==> src/hw/rtl/psm_pkg.sv <==
// ----------------------------------------------------------------------------
// psm_pkg
// Shared types and constants of the pressure sliding median core.
// ----------------------------------------------------------------------------
package psm_pkg;

  localparam int unsigned SampleW = 17;
  localparam int unsigned MedianW = 18;
  localparam int unsigned CountW  = 5;
  localparam int unsigned InDataW = 24;
  localparam int unsigned OutDataW = 24;
  localparam int unsigned OutUserW = 2;

  localparam logic [0:0] CfgMinPressure = 1'b0;
  localparam logic [0:0] CfgMaxPressure = 1'b1;

  localparam logic [SampleW-1:0] MinPressureRst = 17'd30000;
  localparam logic [SampleW-1:0] MaxPressureRst = 17'd110000;

  // controller to datapath
  typedef struct packed {
    logic take_in;
    logic ins_init;
    logic rd_old;
    logic find_init;
    logic rd_idx;
    logic idx_inc;
    logic dir_set;
    logic rd_nb;
    logic shift;
    logic place;
    logic rd_med_a;
    logic rd_med_b;
    logic med_sum;
    logic med_zero;
    logic load_out;
  } cmd_t;

  // datapath to controller
  typedef struct packed {
    logic acc;
    logic full;
    logic fill_zero;
    logic eq_old;
    logic at_edge;
    logic sh_cond;
    logic out_free;
  } sts_t;

endpackage

==> src/hw/rtl/psm_ctrl.sv <==
// ----------------------------------------------------------------------------
// psm_ctrl
// Sequencer: range check, sorted-list replace or insert, median read-out.
// ----------------------------------------------------------------------------
module psm_ctrl (
  input  logic           clk_i,
  input  logic           rst_ni,
  input  logic           in_valid_i,
  output logic           in_ready_o,
  input  psm_pkg::sts_t  sts_i,
  output psm_pkg::cmd_t  cmd_o
);

  localparam logic [3:0] StIdle  = 4'd0;
  localparam logic [3:0] StStart = 4'd1;
  localparam logic [3:0] StOld   = 4'd2;
  localparam logic [3:0] StFdRd  = 4'd3;
  localparam logic [3:0] StFdEv  = 4'd4;
  localparam logic [3:0] StShRd  = 4'd5;
  localparam logic [3:0] StShEv  = 4'd6;
  localparam logic [3:0] StPlace = 4'd7;
  localparam logic [3:0] StMedRd = 4'd8;
  localparam logic [3:0] StMedA  = 4'd9;
  localparam logic [3:0] StMedB  = 4'd10;
  localparam logic [3:0] StFin   = 4'd11;

  logic [3:0] state_q, state_d;

  always_comb begin
    state_d    = state_q;
    cmd_o      = '0;
    in_ready_o = 1'b0;
    unique case (state_q)
      StIdle: begin
        in_ready_o = 1'b1;
        if (in_valid_i) begin
          cmd_o.take_in = 1'b1;
          state_d       = StStart;
        end
      end
      StStart: begin
        if (!sts_i.acc) begin
          state_d = StMedRd;
        end else if (sts_i.full) begin
          cmd_o.rd_old = 1'b1;
          state_d      = StOld;
        end else begin
          cmd_o.ins_init = 1'b1;
          state_d        = StShRd;
        end
      end
      StOld: begin
        cmd_o.find_init = 1'b1;
        state_d         = StFdRd;
      end
      StFdRd: begin
        cmd_o.rd_idx = 1'b1;
        state_d      = StFdEv;
      end
      StFdEv: begin
        if (sts_i.eq_old) begin
          cmd_o.dir_set = 1'b1;
          state_d       = StShRd;
        end else begin
          cmd_o.idx_inc = 1'b1;
          state_d       = StFdRd;
        end
      end
      StShRd: begin
        if (sts_i.at_edge) begin
          state_d = StPlace;
        end else begin
          cmd_o.rd_nb = 1'b1;
          state_d     = StShEv;
        end
      end
      StShEv: begin
        if (sts_i.sh_cond) begin
          cmd_o.shift = 1'b1;
          state_d     = StShRd;
        end else begin
          state_d = StPlace;
        end
      end
      StPlace: begin
        cmd_o.place = 1'b1;
        state_d     = StMedRd;
      end
      StMedRd: begin
        if (sts_i.fill_zero) begin
          cmd_o.med_zero = 1'b1;
          state_d        = StFin;
        end else begin
          cmd_o.rd_med_a = 1'b1;
          state_d        = StMedA;
        end
      end
      StMedA: begin
        cmd_o.rd_med_b = 1'b1;
        state_d        = StMedB;
      end
      StMedB: begin
        cmd_o.med_sum = 1'b1;
        state_d       = StFin;
      end
      StFin: begin
        if (sts_i.out_free) begin
          cmd_o.load_out = 1'b1;
          state_d        = StIdle;
        end
      end
      default: begin
        state_d = StIdle;
      end
    endcase
  end

  always_ff @(posedge clk_i or negedge rst_ni) begin
    if (!rst_ni) begin
      state_q <= StIdle;
    end else begin
      state_q <= state_d;
    end
  end

endmodule

==> src/hw/rtl/psm_dp.sv <==
// ----------------------------------------------------------------------------
// psm_dp
// Datapath: limit registers, circular window, sorted copy, median and output.
// ----------------------------------------------------------------------------
module psm_dp #(
  parameter int unsigned WINDOW = 30
) (
  input  logic                           clk_i,
  input  logic                           rst_ni,
  input  logic                           cfg_we_i,
  input  logic [0:0]                     cfg_idx_i,
  input  logic [psm_pkg::SampleW-1:0]    cfg_data_i,
  input  logic [psm_pkg::SampleW-1:0]    sample_i,
  input  psm_pkg::cmd_t                  cmd_i,
  output psm_pkg::sts_t                  sts_o,
  input  logic                           out_ready_i,
  output logic                           out_valid_o,
  output logic [psm_pkg::MedianW-1:0]    median_o,
  output logic                           median_valid_o,
  output logic [psm_pkg::CountW-1:0]     count_o,
  output logic                           accepted_o
);

  localparam int unsigned IdxW = $clog2(WINDOW);
  localparam int unsigned CntW = $clog2(WINDOW + 1);
  localparam logic [IdxW-1:0] LastIdx = IdxW'(WINDOW - 1);
  localparam logic [CntW-1:0] FullCnt = CntW'(WINDOW);

  logic [psm_pkg::SampleW-1:0] min_q, max_q;
  logic [psm_pkg::SampleW-1:0] smp_q, old_q, med_a_q;
  logic                        acc_q, dir_up_q;
  logic [IdxW-1:0]             idx_q, wp_q, nb;
  logic [CntW-1:0]             fill_q, fill_m1;

  logic [psm_pkg::SampleW-1:0] win_mem [WINDOW];
  logic [psm_pkg::SampleW-1:0] srt_mem [WINDOW];
  logic [psm_pkg::SampleW-1:0] win_rdata_q, srt_rdata_q;
  logic [IdxW-1:0]             srt_raddr;
  logic                        srt_re;
  logic                        srt_we;
  logic [psm_pkg::SampleW-1:0] srt_wdata;

  logic                        out_valid_q;
  logic [psm_pkg::MedianW-1:0] med_q, out_med_q;
  logic                        out_mv_q, out_acc_q;
  logic [psm_pkg::CountW-1:0]  out_cnt_q;

  // configuration
  always_ff @(posedge clk_i or negedge rst_ni) begin
    if (!rst_ni) begin
      min_q <= psm_pkg::MinPressureRst;
      max_q <= psm_pkg::MaxPressureRst;
    end else if (cfg_we_i) begin
      unique case (cfg_idx_i)
        psm_pkg::CfgMinPressure: min_q <= cfg_data_i;
        psm_pkg::CfgMaxPressure: max_q <= cfg_data_i;
        default: ;
      endcase
    end
  end

  assign nb      = dir_up_q ? idx_q + 1'b1 : idx_q - 1'b1;
  assign fill_m1 = fill_q - CntW'(1);

  // sorted-list port
  always_comb begin
    srt_re    = 1'b1;
    srt_raddr = idx_q;
    priority if (cmd_i.rd_nb) begin
      srt_raddr = nb;
    end else if (cmd_i.rd_med_a) begin
      srt_raddr = IdxW'(fill_m1 >> 1);
    end else if (cmd_i.rd_med_b) begin
      srt_raddr = IdxW'(fill_q >> 1);
    end else if (cmd_i.rd_idx) begin
      srt_raddr = idx_q;
    end else begin
      srt_re = 1'b0;
    end
  end

  assign srt_we    = cmd_i.shift | cmd_i.place;
  assign srt_wdata = cmd_i.shift ? srt_rdata_q : smp_q;

  always_ff @(posedge clk_i) begin
    if (srt_re) begin
      srt_rdata_q <= srt_mem[srt_raddr];
    end
    if (srt_we) begin
      srt_mem[idx_q] <= srt_wdata;
    end
  end

  always_ff @(posedge clk_i) begin
    if (cmd_i.rd_old) begin
      win_rdata_q <= win_mem[wp_q];
    end
    if (cmd_i.place) begin
      win_mem[wp_q] <= smp_q;
    end
  end

  // item payload
  always_ff @(posedge clk_i) begin
    if (cmd_i.take_in) begin
      smp_q <= sample_i;
      acc_q <= (sample_i >= min_q) && (sample_i <= max_q);
    end
    if (cmd_i.find_init) begin
      old_q <= win_rdata_q;
    end
    if (cmd_i.ins_init) begin
      idx_q    <= IdxW'(fill_q);
      dir_up_q <= 1'b0;
    end else if (cmd_i.find_init) begin
      idx_q <= '0;
    end else if (cmd_i.idx_inc) begin
      idx_q <= idx_q + 1'b1;
    end else if (cmd_i.shift) begin
      idx_q <= nb;
    end
    if (cmd_i.dir_set) begin
      dir_up_q <= smp_q > old_q;
    end
    if (cmd_i.rd_med_b) begin
      med_a_q <= srt_rdata_q;
    end
    if (cmd_i.med_zero) begin
      med_q <= '0;
    end else if (cmd_i.med_sum) begin
      med_q <= {1'b0, med_a_q} + {1'b0, srt_rdata_q};
    end
  end

  // window position and fill count
  always_ff @(posedge clk_i or negedge rst_ni) begin
    if (!rst_ni) begin
      wp_q   <= '0;
      fill_q <= '0;
    end else if (cmd_i.place) begin
      wp_q <= (wp_q == LastIdx) ? '0 : wp_q + 1'b1;
      if (fill_q != FullCnt) begin
        fill_q <= fill_q + 1'b1;
      end
    end
  end

  // output register
  always_ff @(posedge clk_i or negedge rst_ni) begin
    if (!rst_ni) begin
      out_valid_q <= 1'b0;
    end else if (cmd_i.load_out) begin
      out_valid_q <= 1'b1;
    end else if (out_ready_i) begin
      out_valid_q <= 1'b0;
    end
  end

  always_ff @(posedge clk_i) begin
    if (cmd_i.load_out) begin
      out_med_q <= med_q;
      out_mv_q  <= fill_q != '0;
      out_cnt_q <= psm_pkg::CountW'(fill_q);
      out_acc_q <= acc_q;
    end
  end

  assign sts_o.acc       = acc_q;
  assign sts_o.full      = fill_q == FullCnt;
  assign sts_o.fill_zero = fill_q == '0;
  // last entry doubles as a guard against a missing match
  assign sts_o.eq_old    = (srt_rdata_q == old_q) || (idx_q == LastIdx);
  assign sts_o.at_edge   = dir_up_q ? (idx_q == LastIdx) : (idx_q == '0);
  assign sts_o.sh_cond   = dir_up_q ? (srt_rdata_q < smp_q) : (srt_rdata_q > smp_q);
  assign sts_o.out_free  = !out_valid_q || out_ready_i;

  assign out_valid_o    = out_valid_q;
  assign median_o       = out_med_q;
  assign median_valid_o = out_mv_q;
  assign count_o        = out_cnt_q;
  assign accepted_o     = out_acc_q;

endmodule

==> src/hw/rtl/pressure_sliding_median_core.sv <==
// ----------------------------------------------------------------------------
// The time from an input transaction to its result transaction is set, for an
// accepted sample, by the sorted-list search and shift, which step through the
// entries on its single read port; a rejected sample skips both.
// Flow control: one sample in work at a time;
// the next is taken once the result sits in the output register.
// Reset: limits return to defaults, window empties; window RAM is not cleared.
// ----------------------------------------------------------------------------
// pressure_sliding_median_core
// Sliding-window median of barometric pressure samples, in half units.
// ----------------------------------------------------------------------------
module pressure_sliding_median_core #(
  parameter int unsigned WINDOW = 30
) (
  input  logic                            clk_i,
  input  logic                            rst_ni,
  input  logic                            cfg_we_i,
  input  logic [0:0]                      cfg_idx_i,
  input  logic [psm_pkg::SampleW-1:0]     cfg_data_i,
  input  logic                            s_axis_tvalid_i,
  output logic                            s_axis_tready_o,
  input  logic [psm_pkg::InDataW-1:0]     s_axis_tdata_i,   // sample[16:0], zero pad
  output logic                            m_axis_tvalid_o,
  input  logic                            m_axis_tready_i,
  output logic [psm_pkg::OutDataW-1:0]    m_axis_tdata_o,   // median_half_units[17:0],
                                                            // sample_count[22:18], zero pad
  output logic [psm_pkg::OutUserW-1:0]    m_axis_tuser_o    // median_valid[0],
                                                            // sample_accepted[1]
);

  psm_pkg::cmd_t cmd;
  psm_pkg::sts_t sts;

  logic [psm_pkg::MedianW-1:0] median;
  logic                        median_valid;
  logic [psm_pkg::CountW-1:0]  count;
  logic                        accepted;

  psm_ctrl u_ctrl (
    .clk_i      (clk_i),
    .rst_ni     (rst_ni),
    .in_valid_i (s_axis_tvalid_i),
    .in_ready_o (s_axis_tready_o),
    .sts_i      (sts),
    .cmd_o      (cmd)
  );

  psm_dp #(
    .WINDOW (WINDOW)
  ) u_dp (
    .clk_i          (clk_i),
    .rst_ni         (rst_ni),
    .cfg_we_i       (cfg_we_i),
    .cfg_idx_i      (cfg_idx_i),
    .cfg_data_i     (cfg_data_i),
    .sample_i       (s_axis_tdata_i[psm_pkg::SampleW-1:0]),
    .cmd_i          (cmd),
    .sts_o          (sts),
    .out_ready_i    (m_axis_tready_i),
    .out_valid_o    (m_axis_tvalid_o),
    .median_o       (median),
    .median_valid_o (median_valid),
    .count_o        (count),
    .accepted_o     (accepted)
  );

  assign m_axis_tdata_o = {1'b0, count, median};
  assign m_axis_tuser_o = {accepted, median_valid};

`ifndef ASSERT_OFF
  a_one_in_flight: assert property (@(posedge clk_i) disable iff (!rst_ni)
    s_axis_tvalid_i && s_axis_tready_o |=> !s_axis_tready_o)
    else $error("second transaction taken while one is in work");

  a_valid_matches_count: assert property (@(posedge clk_i) disable iff (!rst_ni)
    m_axis_tvalid_o |-> (m_axis_tuser_o[0] == (m_axis_tdata_o[22:18] != 5'd0))
                        || (WINDOW > 31))
    else $error("median valid flag disagrees with sample count");

  a_count_bound: assert property (@(posedge clk_i) disable iff (!rst_ni)
    m_axis_tvalid_o |-> (WINDOW > 31) || (32'(m_axis_tdata_o[22:18]) <= WINDOW))
    else $error("sample count above window size");

  a_single_write: assert property (@(posedge clk_i) disable iff (!rst_ni)
    $onehot0({cmd.shift, cmd.place, cmd.load_out}))
    else $error("conflicting datapath writes");
`endif

endmodule
==> config.mk <==
export PLATFORM = sky130hd
export DESIGN_NAME = pressure_sliding_median_core
export DESIGN_NICKNAME = d
export VERILOG_FILES = /design/src/hw/rtl/psm_pkg.sv /design/src/hw/rtl/psm_ctrl.sv /design/src/hw/rtl/psm_dp.sv /design/src/hw/rtl/pressure_sliding_median_core.sv
export SDC_FILE = /design/constraint.sdc
export NUM_CORES = 2
export LEC_CHECK = 0
export ABC_CLOCK_PERIOD_IN_PS = 4900
export BUFFER_PORTS_ARGS = -buffer_cell sky130_fd_sc_hd__clkbuf_2
export CAP_MARGIN = 20
export CORE_MARGIN = 4
export CORE_UTILIZATION = 60
export DETAILED_ROUTE_END_ITERATION = 12
export PLACE_DENSITY = 0.72
export SLEW_MARGIN = 20
export SYNTH_ARGS = -nofsm -noshare
export SYNTH_HDL_FRONTEND = slang
export SYNTH_SLANG_ARGS = --single-unit
==> constraint.sdc <==
create_clock -name clk_i -period 4.9 [get_ports clk_i]
set_clock_uncertainty 0.05 [all_clocks]
set_input_delay 0.245 -clock clk_i [delete_from_list [all_inputs] [get_ports clk_i]]
set_output_delay 0.245 -clock clk_i [all_outputs]
set_load 0.05 [all_outputs]
# After elaboration in Yosys (flattened, before gate mapping)
# Memories as Yosys holds them, arrays and structs flattened. A register that Yosys moved wholly into a read port is not among the register bits.
# Cells that the tools add are included.
# word_totals
ff_bits	150
ramBits	1020
in_bits	47
output_inout_bits	28
n_memories	2
# op_classes
n_addsub	6
magnitude_cmp	5
n_eq_ne	18
muxes	58
n_bitwise	2
n_reduce_logical	15
# memory_table
memory	depth	word_bits	read_ports	rd_ports_with_merged_regs	wr	line	source
u_dp.srt_mem	30	17	1	1	1	psm_dp.sv:36	logic [psm_pkg::SampleW-1:0] srt_mem [WINDOW];
u_dp.win_mem	30	17	1	1	1	psm_dp.sv:35	logic [psm_pkg::SampleW-1:0] win_mem [WINDOW];
# ops
cell	count
one-hot mux 4 bit (12 select lines)	1
two-way mux 5 bit	9
two-way mux 1 bit	37
greater-than comparator 17 bit	2
adder 17 x 17 -> 18 bit	1
== test 17 bit	1
greater-or-equal comparator 17 bit	1
less-or-equal comparator 17 bit	1
less-than comparator 17 bit	1
two-way mux 17 bit	1
== test 4 x 3 -> 1 bit, second input constant	4
== test 4 bit, second input constant	4
adder 5 x 1 -> 5 bit, second input constant	3
== test 5 bit, second input constant	3
two-way mux 4 bit	3
zero test 5 bit	2
two-way mux 2 bit	5
subtractor 5 x 1 -> 5 bit, second input constant	2
== test 4 x 2 -> 1 bit, second input constant	2
AND reduction 2 bit	4
two-way mux 3 bit	2
!= test 5 bit, second input constant	1
nonzero test 5 bit	1
== test 4 x 1 -> 1 bit, second input constant	1
9 further kinds	12

# Depth between registers and ports, before layout
# depth
ltp_word	8
depth_mapped	14

# Hierarchy
# From an unflattened synthesis, not the netlist that was laid out.
# unflattened
hier_cells	2692
area_unflattened_um2	49172.2
# by_module_without_submodules
module	n_inst	cells_per_inst	area_per_inst_um2	seq_area_each_um2
psm_dp	1	2625	48666.7	35649.2
psm_ctrl	1	63	479.2	100.1
pressure_sliding_median_core	1	4	26.3	0.0

# Least setup slack after synthesis
# OpenSTA, ideal clock, no wires.
# synth_path
kind	register to register
start	register u_dp.smp_q[14] (netlist name)
end	memory u_dp.srt_mem[0][10] (netlist name) (data pin)
setup_time_ns	0.439
arrival_ns	3.932
required_time_ns	4.411
path_slack_ns	0.479
path_stages_with_launch	10
synth_period_minus_slack_ns	4.421
cell_sequence	edfxtp_1 > inv_1 > ha_1 > nand2_1 > or3_1 > o311ai_0 > mux2i_1 > clkbuf_1 > clkbuf_1 > o21ai_0
# synth_between
elab_chain_len	5
elab_cells_between_ends	6
cone_classes	order compare (2); mux (4)
# synth_lines
item	line	source
from (decl)	psm_dp.sv:30	logic [psm_pkg::SampleW-1:0] smp_q, old_q, med_a_q;
from (signal assigned)	psm_dp.sv:106	smp_q <= sample_i;
greater-than comparator 17 bit or less-than comparator 17 bit (tied branches)	psm_dp.sv:174	assign sts_o.sh_cond = dir_up_q ? (srt_rdata_q < smp_q) : (srt_rdata_q > smp_q);
two-way mux 1 bit *	psm_dp.sv:174	
two-way mux 1 bit *	psm_ctrl.sv:78	if (sts_i.sh_cond) begin
two-way mux 1 bit *	psm_ctrl.sv:33	unique case (state_q)
two-way mux 17 bit *	psm_dp.sv:83	assign srt_wdata = cmd_i.shift ? srt_rdata_q : smp_q;
net u_dp.srt_wdata, one bit	psm_dp.sv:41	logic [psm_pkg::SampleW-1:0] srt_wdata;
to (decl)	psm_dp.sv:36	
# The timed path passes the listed nets; every way through them passes the cells marked *.

# Final worst setup path
# layout_path
start	register u_dp.idx_q[0]
end	register u_dp.srt_rdata_q[2] (netlist name) (read register of u_dp.srt_mem) (data pin)
# layout_between
elab_chain_len	5
elab_cells_between_ends	12
cone_classes	add/sub (2); eq/ne (1); mux (8); reduce/logical (1)
# layout_lines
item	line	source
from (decl)	psm_dp.sv:32	logic [IdxW-1:0] idx_q, wp_q, nb;
from (signal assigned)	psm_dp.sv:113	idx_q <= IdxW'(fill_q);
from (signal assigned)	psm_dp.sv:118	idx_q <= idx_q + 1'b1;
from (signal assigned)	psm_dp.sv:120	idx_q <= nb;
branches (longest 5 deep; another with subtractor 5 x 1 -> 5 bit)	n/a	
to (decl)	psm_dp.sv:37	logic [psm_pkg::SampleW-1:0] win_rdata_q, srt_rdata_q;
# Several ways; the timed one is not identified.
# A chain may end at the register's enable or synchronous reset.

==> metrics.cfg <==
[critical_path]
worstPathMaxFanout = 68
worstSetupEndpointType = register
critPathKind = reg -> reg
cp.arrival_ns = 4.73
path_cells = inv_1 -> ha_1 -> or4b_4 -> o221ai_4 -> a21oi_2 -> a21oi_4 -> buf_12 -> nor2b_1 -> a211oi_1 -> a21oi_1 -> a22oi_1 -> nand4_1
cp-start-kind = register
critPathSlowestCell = a22oi_1
critical_path_required_ns = 5.22
worst_path_largest_cell_delay_ns = 0.57

[timing]
period_needed_ns = 4.40
final_hold_viol_count = 0
fmax_ghz = 0.227
worst_slew_pin_slew_ns = 1.04
final_count_of_negative_setup_slack_endpoints = 0
min_period_over_period_pct = 89.9
final.setup.worst_slack_ns = 0.495
timing_max_transition_violations_final = 0
worst_slew_margin_rel_pct = 30.7
fin_setup_tns_ns = 0
rsz0062_at_grt = false

[cts]
cts_tree = built
cts.path.max_buffers = 3
root_buffer = clkbuf_16
worst_skew_pair.late_latency_ns = 0.72
clkSlewWorstSetupHoldPaths_ns = 0.06
ctsResizeCount = 0
cts.repair_timing.setup_buffer_count = 0
clock_tree.htree_level_count = 3
number_of_hold_buffers_added_after_cts = 44
cts_made_buffers = 115
clock_sinks = 1204

[job]
drv.max_cap_violation_count = 0

[placed_design]
dp_hpwl_um = 70300
post-place-ws_ns = 0.648
port-buffer-count = 66
postPlaceCellArea_um2 = 51300
placedCellCount = 3940
gpl.final_weighted_congestion = 0.873

[global_route]
grt_max_degree = 69
global_route_wire_length_before_repair_um = 168000
grt_pass1_vias = 27000
grt_overflow = 0
grt_antenna_before_repair = 0
grt.total_usage_pct = 26.1

[yosys]
synth_most_common_cell = edfxtp_1
ys_types = 73
postSynthNetCount = 2961
ys.flop_type = edfxtp_1
count_of_yosys_warnings_during_synthesis = 0
syn-mean-instance-area_um2 = 17.4
synthArstFlopShare_pct = 4.07
synth_commonest_cells = edfxtp_1 (1137), mux4_2 (170), nand2_1 (130)
synth_area_leader_cell = edfxtp_1
post_synth_instance_area_um2 = 49000
seq_area_frac_synth_pct = 73.0
postSynthCellCount = 2816
synth_enable_flop_cells = 1137
ys_ff_latch = 1204
synth_largest_type_area_fraction_pct = 69.7
synthTopCellsByArea = edfxtp_1 (70%), mux4_2 (7.8%), ha_1 (2.5%)

[finish]
fraction_of_final_layout_cells_sized_beyond_drive_strength_1_pct = 19.8
layout-area-overhead-vs-synth_pct = 13.2
layoutNonFillerInstCount = 4201
antenna_cells = 0
nets = 3186
design_area_um2 = 55500

[routing]
ant_nets = 0
drt_iter0_markers = 2524
detail_route.wirelength_um = 112000
avgRoutedWirePerCell_um = 26.6
dr_total_vias = 26500
drt_first_pass_iters = 6
vias_per_cell = 6.31
drt_drc_violations_left = 0

[power_and_ir_drop]
power_per_standard_cell_area_nw_per_um2 = 557
irDropWorstVdd_uv = 469
leakagePower_uw = 0.0186

[floorplanning]
initial_utilization_pct = 60.7
fp.dieW_um = 294
boundaryPins = 75
die_h_um = 294
die_area_um2 = 86300
std_cell_rows = 104
fp.coreArea_um2 = 80700

[run_status]
run_status = finished, final reports clean

[hold_path]
hold_class = in -> reg

[kinds of logic after synthesis]
logic type	Yosys count	synth area share, %
adders and majority gates	98	2.52
buffers and inverters	228	2.14
muxes	298	10.5
xor gates and xnor gates	46	0.822
and+or+nand+nor	480	4.96
DFF	1204	73.0
AOI/OAI and AO/OA	461	6.12
other	1	0.00765
[report_power, final]
group	leakage (µW)	internal, µW	switching [µW]	total (µW)
clock network	0.00178	4710	3810	8520
logic	0.00581	3880	5630	9510
registers	0.0110	12200	650	12800
[worst max-delay path, delay by kind of cell, from the launching register on]
kind / cells / cell delay (ns)
AO/OA/AOI/OAI: 6 / 1.95
adder cells (fa/ha/maj): 1 / 0.22
buffers and inverters: 2 / 0.54
flip-flops: 1 / 0.50
AND/OR/NAND/NOR: 3 / 0.76
[state kept, by name, indices dropped and copies added, names as in the netlist, 18 cells and up]
name and flops:
u_dp.srt_mem 510, u_dp.win_mem 510, u_dp.med_q 18, u_dp.median_o 18
[stage by stage]
| step | hold slack (ns) | total power [µW] | util, % |
|---|---|---|---|
| floorplan | -0.101 | 19600 | - |
| global placement | 0.352 | 22200 | 63.5 |
| detailed placement | 0.355 | 22400 | 63.6 |
| CTS | 0.129 | 31000 | 68.7 |
| global route | 0.0560 | 32300 | 68.7 |
| finish | 0.0333 | 30900 | 68.7 |
[final timing paths]
path	start	end	slack, ns	depth (start not counted)
hold / removal	cfg_we_i	u_dp.min_q[10]	0.03	4
min in group asynchronous	rst_ni	u_dp.max_q[2]	0.17	3
max in group asynchronous	rst_ni	u_dp.wp_q[1]	4.10	3
hold reg to reg	u_dp.win_rdata_q[10]	u_dp.old_q[10]	0.37	0
setup reg to reg	u_dp.idx_q[0]	u_dp.srt_rdata_q[2]	0.50	12
setup / recovery	u_dp.idx_q[0]	u_dp.srt_rdata_q[2]	0.50	12
[per-layer routing]
metal,GRT usage [%],wire (µm),vias to the layer above
met5,0,0,-
met1,34.6,43000,13600
met3,4.29,7810,255
met2,43.5,55600,1078
met4,11.3,5430,0
li1,-,-,11600
[final cells by class]
cell class                      count  area, µm²
Tap cell                         1060       1330
Inverter                           88        330
Clock buffer                      142       3010
Fill cell                        5054      25200
Sequential cell                  1204      35800
Timing Repair Buffer              248       1910
Multi-Input combinational cell   1384      12500
Clock inverter                     75        663
[cell usage in the layout (no fill, tap or decap), types with 89 or more instances in the layout]
master     netlist  layout
edfxtp_1      1137    1137
mux4_2         170     170
nand2_1        130     130
buf_4           14     130
a21oi_1        129     128
clkbuf_16        0     115
mux2i_1        109     107
nor2b_1        101     100
ha_1            97      97
nor2_1          90      89
(Power assumes the default switching activity.)
